### config.mk
export PLATFORM = sky130hd
export DESIGN_NAME = tfidf_dp
export DESIGN_NICKNAME = d
export VERILOG_FILES = /design/src/tfidf_pkg.sv /design/src/tfidf_dp.sv
export SDC_FILE = /design/constraint.sdc
export NUM_CORES = 2
export LEC_CHECK = 0
export BUFFER_PORTS_ARGS = -buffer_cell sky130_fd_sc_hd__clkbuf_2
export CORE_MARGIN = 2
export CORE_UTILIZATION = 50
export DETAILED_ROUTE_END_ITERATION = 10
export HOLD_SLACK_MARGIN = 0.05
export PLACE_DENSITY = 0.64
export SLEW_MARGIN = 20
export SYNTH_ARGS = -nofsm -noshare
export SYNTH_HDL_FRONTEND = slang
export SYNTH_SLANG_ARGS = --single-unit
### constraint.sdc
create_clock -name clk -period 9.2 [get_ports clk]
set_input_delay 2.3 -clock clk [delete_from_list [all_inputs] [get_ports clk]]
set_output_delay 2.3 -clock clk [all_outputs]
set_load 0.05 [all_outputs]
### src/tfidf_pkg.sv
// ----------------------------------------------------------------------------
// tfidf_pkg: shared types and constants for tf-idf row weighting
// Field widths, controller states and command/status structs.
// ----------------------------------------------------------------------------
package tfidf_pkg;

    localparam int CountW  = 16;
    localparam int WeightW = 24;
    localparam int SmoothW = 16;
    localparam int SumW    = 22;
    localparam int NumW    = 25;  // smoothing + count*256
    localparam int DenW    = 31;  // smoothing*64 + sum*256
    localparam int ProdW   = NumW + WeightW;
    localparam int StatW   = 2;

    localparam logic [StatW-1:0] StatOk    = 2'd0;
    localparam logic [StatW-1:0] StatZero  = 2'd1;
    localparam logic [StatW-1:0] StatTrunc = 2'd2;

    typedef enum logic [2:0] {
        ST_LOAD,
        ST_READ,
        ST_MUL,
        ST_DIV,
        ST_OUT
    } state_t;

    typedef struct packed {
        logic store;      // buffer accepted item
        logic start_read; // read entry at emit index
        logic start_mul;  // form numerator*weight, start division
        logic emit;       // result handed to output reg
        logic row_done;   // clear row state
    } cmd_t;

    typedef struct packed {
        logic closes_row; // accepted item is last
        logic div_done;
        logic last_elem;  // emit index is final term
        logic row_empty;  // no terms buffered at close
    } stat_t;

endpackage

### src/tfidf_dp.sv
// ----------------------------------------------------------------------------
// tfidf_dp: row datapath
// Term buffers, sums, denominator, multiplier and restoring divider.
// ----------------------------------------------------------------------------
module tfidf_dp #(
    parameter int MAX_TERMS = 64
) (
    input  logic                               clk,
    input  logic                               rst_n,
    input  tfidf_pkg::cmd_t                    cmd,
    input  logic [tfidf_pkg::SmoothW-1:0]      smoothing,
    input  logic [tfidf_pkg::CountW-1:0]       term_count,
    input  logic [tfidf_pkg::WeightW-1:0]      term_weight,
    input  logic                               last_term,
    output tfidf_pkg::stat_t                   stat,
    output logic [tfidf_pkg::WeightW-1:0]      value,
    output logic                               last_elem,
    output logic [tfidf_pkg::StatW-1:0]        status
);
    localparam int IdxW  = (MAX_TERMS > 1) ? $clog2(MAX_TERMS) : 1;
    localparam int CntW  = $clog2(MAX_TERMS + 1);
    localparam int ProdW = tfidf_pkg::ProdW;
    localparam int DenW  = tfidf_pkg::DenW;
    localparam int StepW = $clog2(ProdW + 1);

    logic [tfidf_pkg::CountW-1:0]  count_mem [MAX_TERMS];
    logic [tfidf_pkg::WeightW-1:0] weight_mem [MAX_TERMS];
    logic [tfidf_pkg::CountW-1:0]  rd_count_reg;
    logic [tfidf_pkg::WeightW-1:0] rd_weight_reg;

    logic [tfidf_pkg::SumW-1:0] sum_reg;
    logic [CntW-1:0]            terms_reg;
    logic                       ovf_reg;
    logic [CntW-1:0]            idx_reg;
    logic [DenW-1:0]            den_reg;
    logic [ProdW-1:0]           quo_reg;
    logic [DenW:0]              rem_reg;
    logic [StepW-1:0]           step_reg;
    logic                       div_busy_reg;

    logic full;
    logic [DenW:0] trial;
    logic [tfidf_pkg::NumW-1:0] num;
    logic [ProdW-1:0] prod;

    assign full = (terms_reg == CntW'(MAX_TERMS));

    always_ff @(posedge clk)
    begin
        if (cmd.store && !full)
        begin
            count_mem[terms_reg[IdxW-1:0]]  <= term_count;
            weight_mem[terms_reg[IdxW-1:0]] <= term_weight;
        end
        if (cmd.start_read)
        begin
            rd_count_reg  <= count_mem[idx_reg[IdxW-1:0]];
            rd_weight_reg <= weight_mem[idx_reg[IdxW-1:0]];
        end
    end

    // 24x25 product of numerator and idf
    assign num  = tfidf_pkg::NumW'(smoothing) + {1'b0, rd_count_reg, 8'd0};
    assign prod = ProdW'(num) * ProdW'(rd_weight_reg);
    assign trial = {rem_reg[DenW-1:0], quo_reg[ProdW-1]} - {1'b0, den_reg};

    always_ff @(posedge clk or negedge rst_n)
    begin
        if (!rst_n)
        begin
            sum_reg      <= '0;
            terms_reg    <= '0;
            ovf_reg      <= 1'b0;
            idx_reg      <= '0;
            div_busy_reg <= 1'b0;
            step_reg     <= '0;
        end
        else
        begin
            if (cmd.store)
            begin
                if (full)
                begin
                    ovf_reg <= 1'b1;
                end
                else
                begin
                    sum_reg   <= sum_reg + tfidf_pkg::SumW'(term_count);
                    terms_reg <= terms_reg + 1'b1;
                end
                if (last_term)
                begin
                    // denominator sees this item if it was kept
                    den_reg <= DenW'(smoothing) * DenW'(full ? terms_reg
                                                             : terms_reg + 1'b1)
                             + DenW'({(full ? sum_reg
                                            : sum_reg + tfidf_pkg::SumW'(term_count)),
                                      8'd0});
                end
            end
            if (cmd.start_mul)
            begin
                quo_reg      <= prod;
                rem_reg      <= '0;
                step_reg     <= StepW'(ProdW);
                div_busy_reg <= (den_reg != '0);
            end
            else if (div_busy_reg)
            begin
                if (!trial[DenW])
                begin
                    rem_reg <= trial;
                    quo_reg <= {quo_reg[ProdW-2:0], 1'b1};
                end
                else
                begin
                    rem_reg <= {rem_reg[DenW-1:0], quo_reg[ProdW-1]};
                    quo_reg <= {quo_reg[ProdW-2:0], 1'b0};
                end
                step_reg <= step_reg - 1'b1;
                if (step_reg == StepW'(1))
                begin
                    div_busy_reg <= 1'b0;
                end
            end
            if (cmd.emit)
            begin
                idx_reg <= idx_reg + 1'b1;
            end
            if (cmd.row_done)
            begin
                sum_reg   <= '0;
                terms_reg <= '0;
                ovf_reg   <= 1'b0;
                idx_reg   <= '0;
            end
        end
    end

    assign stat.closes_row = last_term;
    assign stat.div_done   = !div_busy_reg && !cmd.start_mul;
    assign stat.last_elem  = (idx_reg + 1'b1 == terms_reg);
    assign stat.row_empty  = (terms_reg == '0);

    // quotient cannot pass idf, still clamp
    assign value = (den_reg == '0) ? '0
                 : (|quo_reg[ProdW-1:tfidf_pkg::WeightW]) ? '1
                 : quo_reg[tfidf_pkg::WeightW-1:0];
    assign last_elem = stat.last_elem;
    assign status = (den_reg == '0) ? tfidf_pkg::StatZero
                  : ovf_reg ? tfidf_pkg::StatTrunc : tfidf_pkg::StatOk;
endmodule

==> summary.txt <==
Outcome
  – Status: finished with violations
  – Failing checks: setup timing

Hold path
  – Hold Path Origin: step_reg[5]
  – Worst hold path stage count: 2
  – Worst Hold Endpoint: step_reg[5]
  – Hold Path Class: reg2reg

Clocking
  – Total CTS buffers: 291
  – Skew-Pair Late Insertion Delay: 0.90 ns
  – Clock-pin transition on the worst setup and hold timing paths: ~0.06 ns
  – Htree depth: 5
  – Clock tree buffer depth: 4
  – Clk sinks: 2755
  – CTS tree: built
  – Clock root cell: clkbuf_16
  – Cts hold-fix bufs: 0

Setup path
  – Length in cells of the worst reg-to-reg path: 38
  – CP max stage delay: around 0.54 ns
  – FF-to-FF setup slack: about 0.69 ns
  – Critical-path maximum fanout: 10
  – Setup crit end kind: register
  – Reg2reg end: quo_reg[42]
  – Critical path class: in2reg
  – Cell mode on critical path: fa_1
  – Required time worst endpoint: 9.80 ns
  – Worst setup SP type: primary input
  – Critical Path AT: 10.35 ns
  – Slowest CP cell: fa_1
  – Reg-to-reg startpoint: rd_count_reg[0]

Yosys
  – Synth area leaders: edfxtp_1 61%, mux4_2 14%, fa_1 9.2%, ha_1 2.7%, inv_1 2.0%
  – Syn avg cell area: between 15 and 20 sq um
  – Xor and xnor area share after synthesis: 0.00984
  – Simple-gate share of the synthesized area: 0.0480
  – Largest family of logic cells by synthesized area: multiplexers
  – Post-synthesis sequential area ratio: 0.623
  – Register bit total from synthesis: 2755
  – Top_reg_cell synth: edfxtp_1
  – Yosys warns: 0
  – EDFF count, synth: around 2700
  – Post-synth top area share: 0.614
  – Multiplexer share of the synthesized area: 0.149
  – Cell type with the highest aggregate area in the netlist: edfxtp_1
  – Mapped Cells: approximately 7500
  – Complex-gate fraction of the synthesized area: 0.0208
  – Syn Nets: between 8000 and 9000
  – Post-synthesis adder-cell area fraction: 0.119
  – Ys async rst share: 0.0160
  – Post-synthesis cell type count: 81
  – Synth Cell Area: 0.132 sq mm

Place
  – PortBufs: 94
  – Routability cong.: just under 0.9
  – Hpwl dp: about 210000 um

Cells and area
  – Share of layout cells above drive strength 1: 0.253
  – Layout area overhead: 13.7%
  – Area of the multi-input gates: around 0.047 sq mm
  – Leading cell type in the layout, fill and taps excluded: edfxtp_1
  – Fillers: 19900
  – Commonest cells after routing, fill and taps aside: 2711 x edfxtp_1, 833 x mux4_2, 702 x inv_1
  – Util after Layout: 0.573
  – Max FFs per register: 1536
  – Register area: about 0.083 sq mm
  – Layout Nets: 8979

Timing
  – Slew margin rel.: 0.219
  – Final Max Tran Viols: 0
  – Crit share post-route: 1.06
  – RSZ-0062 raised after global routing: true
  – Final Skew: 0.0879 ns
  – Worst Tran Pin Value: 1.17 ns
  – Clock period minus worst slack: 9.75 ns
  – Setup WS post-layout: -0.554 ns
  – Fmax achieved: 103 MHz
  – Hold Fails Final Rpt: 0
  – Setup violators final: 23

Drt
  – Met2 WL: about 180000 um
  – Number of detailed-route iterations in the first pass: 5
  – Vias: 70800
  – Drt total wl: 353000 um
  – WL met3: 25900 um
  – Residual DRC: 0
  – WL/cell: 30.1 um
  – Max Used Layer: met5
  – Via density: 6.02
  – Antenna Nets Post-Route: 0
  – Met1 WL: about 140000 um
  – DR iter-0 viols: roughly 8200

Die
  – DIE HEIGHT: roughly 520 um
  – CORE AREA: 0.263 sq mm
  – I/O pins: 95
  – Die X: 519 um
  – Initial core utilization: 0.504
  – Die Footprint: approximately 0.27 sq mm
  – Cell row count: 188

Job
  – Max-cap violations: 0

GRT
  – Vias in the first global route: 73300
  – Pin count of the biggest net entering global routing: 122
  – Grt ovf: 0
  – First-pass GRT wire length: 513000 um
  – Initial antenna violation count: 21
  – Gr usage total: 0.263
what timing repair did:
item                                    in CTS  in global routing
hold endpoints to repair                     0                  0
cloned                                       1                  0
endpoints found under the setup margin      31                 32
pin swaps                                  125                 69
resized for setup                          148                 54
setup buffers                               33                 15
layout make-up:
cell class                      instances  area share
Timing Repair Buffer                  556      0.0306
Tap cell                             3515      0.0292
Sequential cell                      2755       0.548
Antenna cell                            1   0.0000166
Multi-Input combinational cell       3699       0.314
Clock buffer                          344      0.0501
Clock inverter                        170      0.0101
Inverter                              719      0.0179
critical path: cells and delay by family:
kind                       cells  cell delay, ns
AOI/OAI and AO/OA             15            2.38
buffers and inverters         10            0.94
muxes                          1            0.25
and+or+nand+nor                2            0.21
xor gates and xnor gates       2            0.25
adders and majority gates      9            4.00
how the worst max path moves through the flow:
stage,start,endpoint,slack [ns],cells after the start
finish,smoothing[9],quo_reg[41],-0.55,39
global route,smoothing[8],quo_reg[45],-0.86,39
CTS,smoothing[9],quo_reg[41],-0.67,39
detailed placement,smoothing[8],quo_reg[38],-1.96,37
global placement,smoothing[8],quo_reg[38],-1.88,37
floorplan,smoothing[8],quo_reg[38],-1.07,36
stage by stage:
| stage | instances | setup WS, ns | instance area [sq um] | TNS, ns | hold WS (ns) |
|---|---|---|---|---|---|
| 3_5_place_dp | 11200 | -1.96 | 140000 | -48.98 | 0.517 |
| 5_1_grt | 11800 | -0.863 | 151000 | -16.49 | 0.565 |
| 3_3_place_gp | 11200 | -1.88 | 140000 | -46.64 | 0.503 |
| 6_report | 11800 | -0.554 | 151000 | -8.64 | 0.534 |
| 4_1_cts | 11700 | -0.667 | 150000 | -10.21 | 0.535 |
| 2_1_floorplan | 7548 | -1.07 | 133000 | -15.33 | 0.454 |
metal layers:
metal / vias to the layer above / global-route usage
met5: - / 0
met4: 18 / 0.0855
met3: 635 / 0.0407
met2: 2894 / 0.442
met1: 38000 / 0.355
li1: 29300 / -
cell families (layout without fill, tap and decap cells):
logic type                 Yosys count  in the layout
AOI/OAI and AO/OA                  418            418
xor gates and xnor gates           148            148
adders and majority gates          893            893
buffers and inverters             1094           1789
DFF                               2755           2755
muxes                              921            921
other                                0              1
and+or+nand+nor                   1319           1319
synthesized netlist by cell type, types with 45 or more instances:
library cell / n
xor2_1: 62
mux4_2: 833
o21ai_0: 81
nor2_1: 267
xnor2_1: 85
edfxtp_1: 2711
inv_1: 718
fa_1: 606
clkbuf_1: 294
mux2i_1: 45
nor2b_1: 70
ha_1: 287
a21oi_1: 113
and2_1: 307
nand2_1: 477
a21o_1: 52
buf_1: 64
Power is not shown: default switching activity piles up to over one toggle a cycle in this logic, so the estimate is an artifact.
