<file path="src/tfidf_pkg.sv">
// ----------------------------------------------------------------------------
// tfidf_pkg: shared types and constants for tf-idf row weighting
// Field widths, controller states and command/status structs.
// ----------------------------------------------------------------------------
package tfidf_pkg;

    localparam int CountW  = 16;
    localparam int WeightW = 24;
    localparam int SmoothW = 16;
    localparam int SumW    = 22;
    localparam int NumW    = 25;  // smoothing + count*256
    localparam int DenW    = 31;  // smoothing*64 + sum*256
    localparam int ProdW   = NumW + WeightW;
    localparam int StatW   = 2;

    localparam logic [StatW-1:0] StatOk    = 2'd0;
    localparam logic [StatW-1:0] StatZero  = 2'd1;
    localparam logic [StatW-1:0] StatTrunc = 2'd2;

    typedef enum logic [2:0] {
        ST_LOAD,
        ST_READ,
        ST_MUL,
        ST_DIV,
        ST_OUT
    } state_t;

    typedef struct packed {
        logic store;      // buffer accepted item
        logic start_read; // read entry at emit index
        logic start_mul;  // form numerator*weight, start division
        logic emit;       // result handed to output reg
        logic row_done;   // clear row state
    } cmd_t;

    typedef struct packed {
        logic closes_row; // accepted item is last
        logic div_done;
        logic last_elem;  // emit index is final term
        logic row_empty;  // no terms buffered at close
    } stat_t;

endpackage

</file>
<file path="src/tfidf_ctrl.sv">
// ----------------------------------------------------------------------------
// tfidf_ctrl: row controller
// Loads terms, then steps read, multiply, divide and emit per term.
// ----------------------------------------------------------------------------
module tfidf_ctrl (
    input  logic              clk,
    input  logic              rst_n,
    input  logic              in_fire,
    input  logic              out_free,
    input  tfidf_pkg::stat_t  stat,
    output logic              in_ready,
    output tfidf_pkg::cmd_t   cmd
);
    tfidf_pkg::state_t state_reg, state_next;

    always_ff @(posedge clk or negedge rst_n)
    begin
        if (!rst_n)
        begin
            state_reg <= tfidf_pkg::ST_LOAD;
        end
        else
        begin
            state_reg <= state_next;
        end
    end

    always_comb
    begin
        state_next = state_reg;
        case (state_reg)
            tfidf_pkg::ST_LOAD:
            begin
                if (in_fire && stat.closes_row)
                begin
                    state_next = tfidf_pkg::ST_READ;
                end
            end
            tfidf_pkg::ST_READ:
            begin
                // empty row closes without results
                if (stat.row_empty)
                begin
                    state_next = tfidf_pkg::ST_LOAD;
                end
                else
                begin
                    state_next = tfidf_pkg::ST_MUL;
                end
            end
            tfidf_pkg::ST_MUL: state_next = tfidf_pkg::ST_DIV;
            tfidf_pkg::ST_DIV:
            begin
                if (stat.div_done)
                begin
                    state_next = tfidf_pkg::ST_OUT;
                end
            end
            tfidf_pkg::ST_OUT:
            begin
                if (out_free)
                begin
                    state_next = stat.last_elem ? tfidf_pkg::ST_LOAD
                                                : tfidf_pkg::ST_READ;
                end
            end
            default: state_next = tfidf_pkg::ST_LOAD;
        endcase
    end

    always_comb
    begin
        cmd      = '0;
        in_ready = 1'b0;
        case (state_reg)
            tfidf_pkg::ST_LOAD:
            begin
                in_ready  = 1'b1;
                cmd.store = in_fire;
            end
            tfidf_pkg::ST_READ:
            begin
                cmd.start_read = 1'b1;
                cmd.row_done   = stat.row_empty;
            end
            tfidf_pkg::ST_MUL: cmd.start_mul = 1'b1;
            tfidf_pkg::ST_DIV: cmd = '0;
            tfidf_pkg::ST_OUT:
            begin
                cmd.emit     = out_free;
                cmd.row_done = out_free && stat.last_elem;
            end
            default: cmd = '0;
        endcase
    end
endmodule

</file>
<file path="config.mk">
export PLATFORM = sky130hd
export DESIGN_NAME = tfidf_ctrl
export DESIGN_NICKNAME = d
export VERILOG_FILES = /design/src/tfidf_pkg.sv /design/src/tfidf_ctrl.sv
export SDC_FILE = /design/constraint.sdc
export NUM_CORES = 1
export LEC_CHECK = 0
export BUFFER_PORTS_ARGS = -buffer_cell sky130_fd_sc_hd__buf_2
export CAP_MARGIN = 20
export CELL_PAD_IN_SITES_DETAIL_PLACEMENT = 0
export CELL_PAD_IN_SITES_GLOBAL_PLACEMENT = 1
export CORE_AREA = 2 2 39 41
export CTS_CLUSTER_SIZE = 20
export DETAILED_ROUTE_END_ITERATION = 12
export DIE_AREA = 0 0 41 43
export PLACE_DENSITY = 0.47
export SYNTH_ARGS = -nofsm -noshare
export SYNTH_HDL_FRONTEND = slang
export SYNTH_SLANG_ARGS = --single-unit
export TNS_END_PERCENT = 30
</file>
<file path="constraint.sdc">
create_clock -name clk -period 2.1 [get_ports clk]
set_clock_uncertainty 0.15 [all_clocks]
set_input_delay 0 -clock clk [delete_from_list [all_inputs] [get_ports clk]]
set_output_delay 0 -clock clk [all_outputs]
set_load 0.005 [all_outputs]
</file>
==> impl_summary.md, run 1 <==
Outcome
The flow ran to the end, and the final reports show no timing, DRC or antenna violations.

Clock network
Clock latency on the worst-skew pair, taken at its later pin, is 230 ps. The longest clock path from root to sink contains 2 buffers. Counting the buffers created by CTS gives 3. The clock root buffer master is clkbuf_4. The number of clock sinks is 3. CTS built an H-tree with a depth of 1.

TritonCTS built the clock tree. Clock-pin slew was measured on the worst setup and hold paths at 40 ps.

Worst setup path
The data arrival time of the worst path is 1650 ps. The maximum fanout count along the critical path is 8. In this run the number of cells on the critical path is 4. On the worst path, the slowest cell contributes a delay of 560 ps.

The worst setup path is captured at a register. The slowest cell on the critical path is dlygate4sd3_1. By startpoint and endpoint, the worst setup path is classified as register to register. For the worst flop-to-flop path, the logic depth is 4. Data on the critical path is required at its endpoint by 2060 ps. The critical path goes through nand2_1 > a2bb2oi_1 > o22ai_1 > dlygate4sd3_1.

The sum of buffers and inverters on the critical path is 1. The family of cells with the greatest summed delay on the critical path is buffers and inverters. The startpoint kind of the worst setup timing path is a register.

Logic synthesis
The share of async-settable or async-resettable flops after synthesis is 100%. During synthesis, Yosys emitted a total of 0 warnings. Sorting the synthesized cells by how often they occur yields nor2_1, dfrtp_1, nand2_1. The per-instance average area after synthesis is 8.18 µm². Yosys instantiated no cell more often than nor2_1. The most used flip-flop cell after synthesis is dfrtp_1. After synthesis, the netlist uses 14 different library cells. Sequential elements use 38.2% of the synthesized area. The area share of the largest cell type after synthesis is 38.2%. The cell area after synthesis is 196 µm². The synthesized design spends more area on one cell type than any other, namely dfrtp_1. In this run, synthesis produced a sequential element count of 3. The gate count of the mapped netlist is 24. In the post-synthesis netlist, the biggest area contributors are dfrtp_1, a2bb2oi_1, nor2_1, nand2b_1, o22ai_1. The count of flip-flops with a built-in enable after synthesis is 0. Counting every net in the synthesized netlist gives 32.

Die
The die outline width is 41 µm. The height of the chip is 43 µm. The placement row count is 14. The boundary pin count is 14.

Once the floorplan was initialized, standard cells occupied 14.2% of the core. The floorplan step defined a die boundary enclosing 0.00176 mm². In this run the standard cell core region covers 0.00138 mm².

Pwr
Summed over all cells, the static leakage comes to 0.000191 µW. The areal power density over the cells is 1140 mW/mm². The worst-case vdd ir drop is 0.345 mV.

Timing
Setup violations remaining at the end of the flow were counted as 0. The maximum clock frequency is 594 MHz. The worst pin sits at a relative slew slack of 82.7%. For the finished layout, the period the worst path requires is 1680 ps. For the pin with the worst max-slew slack, the measured transition is 260 ps. Setup total negative slack on the finished layout was measured at 0 ps.

Setup repair after global routing left no endpoint under its margin. The tightest hold path in the finished design has a slack of 12.3 ps. The part of the cycle the worst path needs is 80.2%. The count of pins over their slew limit is 0.

The count of final hold-check violations is 0.

Layout
The flip-flop count of the largest register after layout is 3. The area growth from synthesis to layout is 86.6%. The number of antenna repair diodes is 0. The final-stage net count is 56. Of the cells placed in the final design, the portion with a size suffix greater than 1 is 34.0%.

GRT
The met3 demand-to-capacity share in global routing is 5.24%. The met1 track utilization from global routing is 8.71%. The initial antenna violation count was 0. The global routing stage identified its most utilized layer as met2.

The first global-routing pass estimated 1030 µm of wire. The total track usage is 9.45%. After global routing the overflow that remains totals 0. Global routing used 13.1% of the available met2 tracks.

The largest net degree at the start of global routing is 10. The number of global-route vias before repair is 275.

Place
The HPWL after detailed placement is 451 µm. At the end of routability-driven placement, the weighted congestion stood at 0.777. The quantity of I/O buffers inserted on ports is 13.

Drt
After detailed routing, the number of remaining DRC violations is 0. In this run, the number of DRC markers left after iteration 0 of detailed routing was 2. Using the TritonRoute via totals, the vias-per-cell ratio works out to 4.05. The detail route stage leaves a number of antenna-violating nets equal to 0. The routed wire length per instance is 9.38 µm. The number of vias in the routed layout is 255. The pre-antenna-repair detailed-routing pass consisted of 3 iterations. The final layout contains routed wiring with a total length of 591 µm.

Worst hold path
The worst hold path belongs to the class input port to register. Along the worst hold path, the cell count comes to 4.

Run
The number of maximum-capacitance constraint violations is 0.
tightest hold or removal path, cell delays in order:
cell and delay [ps]:
buf_2 90, nand2_1 90, a2bb2oi_1 80, nor2_1 80
through the flow:
step | cell area, µm² | total power [µW] | util, % | instances | worst slack [ps]
2_1_floorplan | 196 | 224 | - | 24 | 1050
3_3_place_gp | 270 | 292 | 19.5 | 52 | 972
3_5_place_dp | 270 | 293 | 19.5 | 52 | 958
4_1_cts | 367 | 427 | 26.5 | 63 | 402
5_1_grt | 367 | 452 | 26.5 | 63 | 345
6_report | 367 | 418 | 26.5 | 63 | 416
layer usage:
metal  vias to the layer above  routed length, µm
li1                        130                  -
met5                         -                  0
met2                         8                320
met1                       117                233
met3                         0                 37
met4                         0                  0
report_power, final:
| part | total (µW) | switching [µW] | leakage [µW] | internal, µW |
|---|---|---|---|---|
| Combinational | 188 | 75.9 | 0.000138 | 112 |
| Sequential | 127 | 46.1 | 0.0000385 | 81.1 |
| Clock | 102 | 30.8 | 0.0000150 | 71.3 |
area by class of cell:
class | instances | area (µm²)
clock buffer | 4 | 26.3
multi-input combinational | 19 | 106
sequential | 3 | 75.1
tap | 16 | 20.0
timing repair buffer | 20 | 135
inverter | 1 | 3.75
fill | 152 | 1020
kinds of logic (layout without fill, tap and decap cells):
| group | Yosys count | in the layout | share of synthesized area (%) |
|---|---|---|---|
| buffers and inverters | 2 | 25 | 7.64 |
| AND/OR/NAND/NOR | 14 | 14 | 36.3 |
| AO/OA/AOI/OAI | 5 | 5 | 17.8 |
| flip-flops | 3 | 3 | 38.2 |
layout by cell type, fill, tap and decap left out:
| cell type | instances |
|---|---|
| dfrtp_1 | 3 |
| o22ai_1 | 2 |
| nand2_1 | 3 |
| nand2b_1 | 2 |
| buf_2 | 13 |
| nor3_1 | 1 |
| nor2_1 | 4 |
| and2_1 | 1 |
| clkbuf_1 | 1 |
| nand3b_1 | 1 |
| inv_1 | 1 |
| a21oi_1 | 1 |
| a2bb2oi_1 | 2 |
| nand3_1 | 1 |
| dlygate4sd3_1 | 7 |
| nand4b_1 | 1 |
| clkbuf_4 | 3 |
final timing paths:
path / startpoint / end / slack, ps
min in group asynchronous: rst_n / state_reg[0]$_DFFE_PN0P_ / 490
max: state_reg[0]$_DFFE_PN0P_ / state_reg[0]$_DFFE_PN0P_ / 420
max in group asynchronous: rst_n / state_reg[1]$_DFFE_PN0P_ / 1170
max reg2reg: state_reg[0]$_DFFE_PN0P_ / state_reg[0]$_DFFE_PN0P_ / 420
min: stat[2] / state_reg[1]$_DFFE_PN0P_ / 10
min reg2reg: state_reg[2]$_DFFE_PN0P_ / state_reg[1]$_DFFE_PN0P_ / 450
what timing repair did:
item,CTS,global route
hold buffers,7,0
hold endpoints to repair,6,0
setup endpoints to repair,0,0
resized for setup,0,0
setup buffers,0,0
Power figures use the tool's default switching activity.
==> inputs of run 2 (changes only) <==
==> constraint.sdc (replaced) <==
create_clock -name clk -period 1.7 [get_ports clk]
set_clock_uncertainty 0.15 [all_clocks]
set_input_delay 0 -clock clk [delete_from_list [all_inputs] [get_ports clk]]
set_output_delay 0 -clock clk [all_outputs]
set_load 0.005 [all_outputs]
==> run 2 against run 1 <==
Effect of this change:
- final area decreased by 1.7%
- flip-flop and latch count unchanged
- clock power increased by 24%
- core utilization decreased by 0.45 points
- sequential power increased by 28%
- fmax increased by 7.7%
- global-route usage unchanged
- via count decreased by 0.39%
- combinational power increased by 15%
- non-clock buffer count decreased by 1
- worst hold slack about the same
- first-iteration DRC count decreased by 50%
- critical path type unchanged
==> impl_summary.md, run 2 (synthesis gave the netlist of run 1 again) <==
Outcome
The flow ran to the end, and the final reports show no timing, DRC or antenna violations.

Place
Buffers placed on the I/O ports in this run total 13. The worst slack at placement is 558 ps. The detailed-placement wirelength estimate is 451 µm. At the end of routability-driven placement, the weighted congestion stood at 0.777.

Layout
The number of antenna repair diodes is 0. The area used by multi-input combinational logic is 109 µm². The sequential cells in the finished layout cover a total of 76.3 µm². The share of layout cells above drive strength 1 is 39.1%. The flip-flop count of the largest register after layout is 3. The final standard cell utilization of the core is 26.0%.

Compared with the post-synthesis result, the final layout area differs by 83.4%. The final-stage net count is 55. The library cell used most frequently in the layout, excluding fill and tap cells, is buf_2. Fill cells in the final layout number 154.

In the layout the commonest cells are buf_2, dlygate4sd3_1, nor2_1, nand2_1, clkbuf_4.

Drt
In this run the remaining antenna-violating nets after routing total 0. The number of remaining DRC errors is 0. The routed wire length is 602 µm. Dividing the detail-routed wire length by the instance count gives 9.71 µm. The violation count after the first detailed-route iteration is 1. The number of iterations in the first detailed-routing pass is 2.

The ratio of routed vias to standard cells is 4.10. Summing over every cut layer, the via total after detailed routing is 254.

Worst setup path
The data arrival time of the worst path is 1580 ps. In this run the worst path has a maximum fanout of 8. The worst stage delay on the critical path is 560 ps.

STA classifies the critical path startpoint as a register. The critical path goes through nor2_2 > nand2_1 > o22ai_1 > dlygate4sd3_1. The kind of capture point of the worst setup path is a register. The slowest stage of the critical path belongs to the cell dlygate4sd3_1. At the worst endpoint, the required time is 1720 ps. By startpoint and endpoint, the worst setup path is classified as register to register.

Timing
In the final timing run, aggregate negative setup slack is 0 ps. Setup repair after global routing left no endpoint under its margin. Of the available clock period, the critical path in the final layout requires 92.0%. Counting I/O delays and the setup requirement, the final critical path takes 1560 ps. Timing would allow up to 639 MHz. Hold is met by 11.9 ps. The tightest slew margin relative to the limit is 82.4%. At the pin with the least slew margin, the transition time is 264 ps. The count of pins over their slew limit is 0. The number of setup violations in the final report is 0.

Setup slack closes at 135 ps. The count of final hold-check violations is 0.

GRT
Entering global routing, the biggest net connects 10 pins. The first global-routing pass estimated 1030 µm of wire. The residual overflow from global routing is 0. The initial antenna violation count was 0. The number of global-route vias before repair is 275. Global routing consumed, over all layers together, 9.45% of the routing resources.

Pwr
The cell-internal power is 316 µW. The proportion of total power due to net switching is 37.5%. The share of total power dissipated in sequential elements is 32.2%. The combinational group share of total power is 42.9%. In this run the power spent charging and discharging nets is 189 µW. The areal power density over the cells is 1400 mW/mm².

Power comes to 505 µW. VDD sags by at most 0.429 mV. The clock network accounts for 24.9% of the total power. Summed over all cells, the static leakage comes to 0.000185 µW.

Run
The number of maximum-capacitance constraint violations is 0.

Clock network
TritonCTS built the clock tree. Clock tree synthesis selected as its root buffer the cell clkbuf_4. Counting every sink on the clock net gives 3. The total CTS buffers is 3.

The source-to-sink clock delay at the later pin of the worst-skew pair is 230 ps. The H-tree depth reported by CTS is 1. The clock transition time at the flip-flop clock pins of the worst setup and hold paths is 40 ps. After clock tree synthesis, the setup repair step added 0 buffers. The maximum number of buffers from clock root to sink is 2.

Worst hold path
The worst hold path belongs to the class input port to register.

Die
The placement row count is 14. The floorplan step defined a die boundary enclosing 0.00176 mm². The core area is 0.00138 mm². The effective utilization at floorplan is 14.2%.

The height of the chip is 43 µm. The die is 41 µm wide. 14 I/O pins were placed.
-- run 2: cell count changes in the layout (fill, tap and decap cells not counted), sizes merged --
cell | before | now
dlygate4sd3 | 7 | 6
-- run 2: metal layers --
layer  global-route usage [%]  vias up  wire, µm
met5                        0        -         0
met4                     10.0        0         0
met3                     5.24        0        37
met2                     13.1        8       328
met1                     8.71      116       235
li1                         -      130         -
-- run 2: worst paths after layout --
| kind | depth (start not counted) | start | slack (ps) | to |
|---|---|---|---|---|
| hold reg to reg | 1 | state_reg[2]$_DFFE_PN0P_ | 450 | state_reg[1]$_DFFE_PN0P_ |
| max in group asynchronous | 3 | rst_n | 750 | state_reg[1]$_DFFE_PN0P_ |
| hold / removal | 4 | stat[2] | 10 | state_reg[1]$_DFFE_PN0P_ |
| setup reg to reg | 4 | state_reg[0]$_DFFE_PN0P_ | 140 | state_reg[2]$_DFFE_PN0P_ |
| setup / recovery | 4 | state_reg[0]$_DFFE_PN0P_ | 140 | state_reg[2]$_DFFE_PN0P_ |
| min in group asynchronous | 3 | rst_n | 490 | state_reg[0]$_DFFE_PN0P_ |
-- run 2: layout make-up --
class / instances / area share [%]
inverters: 1 / 1.04
flip-flops and latches: 3 / 21.2
multi-input cells: 19 / 30.2
clock buffers: 4 / 7.29
repair buffers: 19 / 34.7
well taps: 16 / 5.56
-- run 2: per-stage QoR --
stage,cells,instance area [µm²]
6_report,62,360
2_1_floorplan,24,196
3_5_place_dp,52,270
5_1_grt,62,360
4_1_cts,62,357
3_3_place_gp,52,270
-- run 2: critical path: cells and delay by family, from the launching register on --
family,cells,cell delay [ps]
flip-flops,1,450
AO/OA/AOI/OAI,1,150
AND/OR/NAND/NOR,2,180
buffers and inverters,1,560
-- run 2: timing repair --
item | CTS | global route
hold endpoints to repair | 6 | 0
hold buffers | 6 | 0
resized for setup | 0 | 2
setup endpoints to repair | 0 | 1
-- run 2: power by group through the flow --
stage          sequential, µW  combinational (µW)  clock [µW]
5_1_grt                   171                 241         134
3_5_place_dp              159                 202           0
4_1_cts                   159                 220         129
3_3_place_gp              158                 203           0
6_report                  162                 217         126
2_1_floorplan             134                 142           0
